**src/sv/keyed_peer_table_oldest_replace_assert.svh**
```systemverilog
// Assertion macros for the keyed peer table
`ifndef KEYED_PEER_TABLE_OLDEST_REPLACE_ASSERT_SVH
`define KEYED_PEER_TABLE_OLDEST_REPLACE_ASSERT_SVH
`ifndef SYNTHESIS
`define KPT_ASSERT_IMPL(label, clk, rst_n, ante, cons) \
  label: assert property (@(posedge clk) disable iff (!rst_n) (ante) |-> (cons)) \
    else $error("assertion failed");
`define KPT_ASSERT_NEXT(label, clk, rst_n, ante, cons) \
  label: assert property (@(posedge clk) disable iff (!rst_n) (ante) |=> (cons)) \
    else $error("assertion failed");
`else
`define KPT_ASSERT_IMPL(label, clk, rst_n, ante, cons)
`define KPT_ASSERT_NEXT(label, clk, rst_n, ante, cons)
`endif
`endif

```
**src/sv/kpt_pkg.sv**
```systemverilog
// Shared types and constants for the keyed peer table
`default_nettype none
package kpt_pkg;
  localparam int KEY_W = 160;
  localparam int ADDR_W = 128;
  localparam int LEN_W = 5;
  localparam int TIME_W = 32;
  localparam logic [LEN_W-1:0] MAX_ADDR_BYTES = 5'd16;
  localparam logic [31:0] SECONDS_PER_DAY = 32'd86400;
  localparam logic [31:0] EXPIRY_RESET = 32'd7 * SECONDS_PER_DAY;

  typedef enum logic [2:0] {
    ST_REFRESHED = 3'd0,
    ST_INSERTED  = 3'd1,
    ST_REPLACED  = 3'd2,
    ST_SKIPPED   = 3'd3,
    ST_REJECTED  = 3'd4,
    ST_SWEPT     = 3'd5
  } status_t;

  typedef enum logic [2:0] {
    S_IDLE, S_SCAN, S_WRITE, S_SWEEP, S_DONE
  } state_t;

  typedef struct packed {
    logic start_add;    // latch request, clear scan
    logic start_sweep;
    logic scan_step;    // one entry a cycle
    logic write_req;    // write latched request into chosen slot
    logic sweep_step;
    logic finish;
  } cmd_t;

  typedef struct packed {
    logic scan_last;    // scan done: no read left and no check pending
    logic sweep_last;
  } stat_t;
endpackage
`default_nettype wire

```
**src/sv/kpt_ctrl.sv**
```systemverilog
// Controller state machine for the keyed peer table
`default_nettype none
module kpt_ctrl (
  input  wire logic           clk,
  input  wire logic           rst_n,
  input  wire logic           in_fire,
  input  wire logic           is_sweep,
  input  wire logic           quick,     // reject, skip, or add with empty scan
  input  wire logic           out_free,  // result register empty or being taken
  input  wire kpt_pkg::stat_t st,
  output kpt_pkg::cmd_t       cmd,
  output logic                busy
);
  import kpt_pkg::*;
  state_t state_r, state_nxt;

  always_ff @(posedge clk) begin
    if (!rst_n) state_r <= S_IDLE;
    else state_r <= state_nxt;
  end

  always_comb begin
    state_nxt = state_r;
    cmd = '0;
    busy = (state_r != S_IDLE);
    unique case (state_r)
      S_IDLE: begin
        if (in_fire) begin
          if (is_sweep) begin
            cmd.start_sweep = 1'b1;
            state_nxt = S_SWEEP;
          end else begin
            cmd.start_add = 1'b1;
            state_nxt = quick ? S_WRITE : S_SCAN;
          end
        end
      end
      S_SCAN: begin
        cmd.scan_step = 1'b1;
        if (st.scan_last) state_nxt = S_WRITE;
      end
      S_WRITE: begin
        if (out_free) begin
          cmd.write_req = 1'b1;
          cmd.finish = 1'b1;
          state_nxt = S_IDLE;
        end
      end
      S_SWEEP: begin
        cmd.sweep_step = 1'b1;
        if (st.sweep_last) state_nxt = S_DONE;
      end
      S_DONE: begin
        if (out_free) begin
          cmd.finish = 1'b1;
          state_nxt = S_IDLE;
        end
      end
      default: state_nxt = S_IDLE;
    endcase
  end
endmodule
`default_nettype wire

```
**config.mk**
```make
export PLATFORM = sky130hd
export DESIGN_NAME = kpt_ctrl
export DESIGN_NICKNAME = d
export VERILOG_FILES = /design/src/sv/keyed_peer_table_oldest_replace_assert.svh /design/src/sv/kpt_pkg.sv /design/src/sv/kpt_ctrl.sv
export SDC_FILE = /design/constraint.sdc
export NUM_CORES = 1
export LEC_CHECK = 0
export BUFFER_PORTS_ARGS = -buffer_cell sky130_fd_sc_hd__buf_2
export CELL_PAD_IN_SITES_DETAIL_PLACEMENT = 1
export CELL_PAD_IN_SITES_GLOBAL_PLACEMENT = 1
export CORE_AREA = 2 2 39 41
export DETAILED_ROUTE_END_ITERATION = 10
export DIE_AREA = 0 0 41 43
export GPL_TIMING_DRIVEN = 0
export PLACE_DENSITY = 0.59
export SLEW_MARGIN = 20
export SYNTH_ARGS = -nofsm -noshare
export SYNTH_HDL_FRONTEND = slang
export SYNTH_SLANG_ARGS = --single-unit
```
**constraint.sdc**
```tcl
create_clock -name clk -period 2.71 [get_ports clk]
set_input_delay 0.4065 -clock clk [delete_from_list [all_inputs] [get_ports clk]]
set_output_delay 0.4065 -clock clk [all_outputs]
set_load 0.03 [all_outputs]
```
Yosys cells after proc, flatten, opt, wreduce, memory -nomap -nowiden
Cells that the tools add are included.

Bitwise operators: 0. $mul: 0. Reductions and logical operators: 4. Shift-type cells: 0. Eq/ne operators: 8. Magnitude comparators: 0. Div/mod/pow operators: 0. Muxes and demuxes: 16. Add/sub/neg operators: 0.

Operators by type and width (number): 2-to-1 mux 3 bit (4); case mux 3 bit (4 select lines) (1); 2-to-1 mux 2 bit (4); 2-to-1 mux 1 bit (7); == test 3 x 2 -> 1 bit, second input constant (2); != test 2 bit, second input constant (3); AND reduction 4 bit (1); == test 3 x 1 -> 1 bit, second input constant (1); == test 3 bit, second input constant (1); logical NOT 3 bit (1); nonzero test 3 bit (1); != test 2 x 1 -> 1 bit, second input constant (1); OR reduction 2 bit (1).

Logic and storage cells: 29. Flip-flop bits (word level): 3. ROM bits: 0. Output and inout port bits: 7. Memories kept: 0. Bits in writable memories: 0. Latch bits: 0.

Longest topological paths before layout
Depth in word-level cells: 4. Depth in mapped cells: 5.

Worst setup path before layout
No wires, ideal clock.

Path type: flip-flop to output port. Start point: reg state_r[1]. End point: out cmd[0] (netlist name). Path buffers: 1. Path slack: 1.014 ns. Data required time: 2.304 ns. Data arrival time: 1.289 ns. Cell stages (with the launch flop): 4. Cell sequence: dfxtp_1 -> buf_6 -> xnor2_1 -> nor3b_1.

RTL lines: start: declaration (RTL line kpt_ctrl.sv:15) `state_t state_r, state_nxt;`; start signal: assignment (RTL line kpt_ctrl.sv:19) `else state_r <= state_nxt;`; end: declaration (RTL line kpt_ctrl.sv:11) `output kpt_pkg::cmd_t cmd,`.

==> impl_metrics.ini <==
[power]
comb_power_share_pct = 52.9
p_seq_share_pct = 18.9
p_sw_uw = 111.7
p_int_uw = 170.8
p_leak_nw = 0.2070
totalPowerFinal_uw = 282.5
pwr-share-clk_pct = 28.2
ir_drop_mv = 0.1335
switching_share_pct = 39.53
powerDensity_nw_per_um2 = 620.3

[sta]
report.final.hold_viol_count = 0
period_share_pct = 61.14
setup-violations-final = 0
setup_tns_ns = 0
fmax_mhz = 603.6
hold_ws_ns = 0.4557
maxSlewViolCount = 0
tightest_slew_ns = 0.3589
slew_headroom_pct = 75.73
fin_skew_ns = 0.0001002
finalCriticalPeriod_ns = 1.657
rsz0062_at_grt = false

[global_routing]
grt_usage_pct = 11.01
use_met1_pct = 14.65
grt_max_degree = 11
overflow = 0
grt_use_met3_pct = 0
met2_usage_pct = 17.19
grt_pass1_vias = 320
antenna_found_initial = 0
top_usage_layer = met2
grt_pass1_wl_mm = 1.331

[hold_path]
hold_path_end = state_r[2]$_SDFFE_PN0P_
min_path_type = in2reg
hold_start = rst_n
hold_path_depth = 2

[yosys]
ys_warn_count = 0
synth-seq-cells = 3
yosys.area.top_type = dfxtp_1
netlist_area_um2 = 339.1
synth_cell_type_count = 26
synth_top_area_share_pct = 17.71
synth_area_leaders = dfxtp_1, buf_6, a2111oi_4
ys_seq_area_share_pct = 17.71
syn_nets = 42
syn_inst = 34
avgSynthCellArea_um2 = 9.973

[clock_network]
tritoncts = yes
numCtsBuffers = 3
cts_buffer_depth = 2
hold_buffers = 0
cts_setup_buffers = 0
clkLatencyLatePin_ns = 0.23
cts.sink_count = 3
clockRootBuffer = clkbuf_4
htree_levels = 1
clkTransAtPathRegs_ns = 0.04
ctsResizeCount = 0

[setup_path]
cp-start-kind = flop
worstPathRequired_ns = 2.30
worstSetupPathType = reg2out
reg2reg_to = state_r[0]$_SDFFE_PN0P_
r2r_start = state_r[1]$_SDFFE_PN0P_
r2r_cells = 3
critPathMaxFanout = 10
r2r_slack_ns = 1.52
crit_arrival_ns = 1.25
end_kind = output port

[floorplan]
rows = 14
die_x_um = 41
dieArea_um2 = 1763
initial_utilization_pct = 24.50
io_pins = 15
core-area_um2 = 1384
die_y_um = 43

[finish]
nets = 61
drive_above_1_share_pct = 55.77
n_fill_cell = 172
top_register = state_r
area_delta_synth_final_pct = 34.32
largest_reg_flops = 3
final_util_pct = 32.91
antenna_cells = 0
reg_top3 = state_r x3

[routing]
vias = 302
initialDrtViolationCount = 7
wl_um = 766
dr.pass1.iters = 2
ant_nets = 0
routedWlPerCell_um = 11.26
drc_errors = 0
viasPerCell = 4.441

[placement]
io_buffer_count = 14
place_congestion = 0.6914
dp_hpwl_um = 588.4

[run_status]
outcome = complete, no violations

[job]
drv_cap = 0
-- Yosys cell counts (all sizes together) --
cell / number
nor4b: 1
and3: 1
buf: 4
mux2i: 1
and3b: 1
a2111oi: 1
and4b: 1
inv: 1
nand2: 3
and4bb: 1
o22ai: 1
xnor2: 1
nor2b: 2
nor3: 2
nand3b: 1
o2111a: 1
nor3b: 1
nand2b: 1
or3: 1
mux2: 1
dfxtp: 3
a21boi: 1
nor2: 3
-- logic make-up after synthesis --
kind of cell / after synthesis / share of synthesized area [%]
DFF: 3 / 17.71
AOI/OAI and AO/OA: 4 / 15.50
and+or+nand+nor: 19 / 44.65
xor gates and xnor gates: 1 / 2.583
muxes: 2 / 6.273
buffers and inverters: 5 / 13.28
-- power groups by stage --
stage / clock (mW) / combinational, mW / sequential [mW]
detailed placement: 0 / 0.151 / 0.0542
CTS: 0.0837 / 0.151 / 0.0535
finish: 0.0795 / 0.149 / 0.0535
global route: 0.0850 / 0.163 / 0.0539
floorplan: 0 / 0.117 / 0.0537
global placement: 0 / 0.151 / 0.0540
-- final cells by class --
class	instances	area [um2]	share of cell area, %
buffer	4	41.29	9.066
clock buffer	4	26.28	5.769
inverter	1	3.754	0.8242
multi-input combinational	26	234.0	51.37
sequential	3	60.06	13.19
tap	16	20.02	4.396
timing repair buffer	14	70.07	15.38
-- layer usage --
layer	vias to the layer above	part of all wire (%)
met2	6	50
met4	0	0
li1	159	-
met1	137	46
met3	0	2.9
met5	-	0
-- cell usage in the layout, fill, tap and decap left out --
| master | count |
|---|---|
| clkbuf_4 | 3 |
| nor3_2 | 1 |
| nand2b_4 | 1 |
| and3_1 | 1 |
| dfxtp_1 | 3 |
| nand2_1 | 3 |
| buf_4 | 1 |
| and4bb_2 | 1 |
| nor3_4 | 1 |
| inv_1 | 1 |
| xnor2_1 | 1 |
| or3_1 | 1 |
| nor2b_4 | 1 |
| nor2b_1 | 1 |
| a21boi_0 | 1 |
| nor3b_1 | 1 |
| clkbuf_1 | 1 |
| buf_6 | 3 |
| o2111a_1 | 1 |
| a2111oi_4 | 1 |
| nand3b_1 | 1 |
| buf_2 | 14 |
| mux2i_1 | 1 |
| nor2_1 | 3 |
| and3b_2 | 1 |
| and4b_1 | 1 |
| mux2_2 | 1 |
| nor4b_1 | 1 |
| o22ai_1 | 1 |
-- critical path, stage by stage, from the launching register on --
cell	delay, ns
dfxtp_1	0.32
buf_6	0.15
nor3_4	0.20
and3_1	0.17
buf_2	0.19
-- worst max path at each step --
stage / startpoint / endpoint / slack (ns) / cells after the start
5_1_grt: state_r[1]$_SDFFE_PN0P_ / cmd[5] / 0.98 / 5
2_1_floorplan: state_r[1]$_SDFFE_PN0P_ / cmd[0] / 1.01 / 3
3_5_place_dp: state_r[1]$_SDFFE_PN0P_ / cmd[4] / 1.29 / 4
4_1_cts: state_r[1]$_SDFFE_PN0P_ / cmd[4] / 1.03 / 4
6_report: state_r[1]$_SDFFE_PN0P_ / cmd[4] / 1.05 / 4
3_3_place_gp: state_r[1]$_SDFFE_PN0P_ / cmd[4] / 1.30 / 4
-- per-stage QoR --
stage	std cells	setup slack [ns]	area, um2
after CTS	68	1.034	455.4
after floorplan	34	1.014	339.1
after detailed placement	64	1.289	429.2
after global routing	68	0.9762	455.4
after global placement	64	1.295	429.2
final	68	1.053	455.4
(Power assumes the default switching activity.)
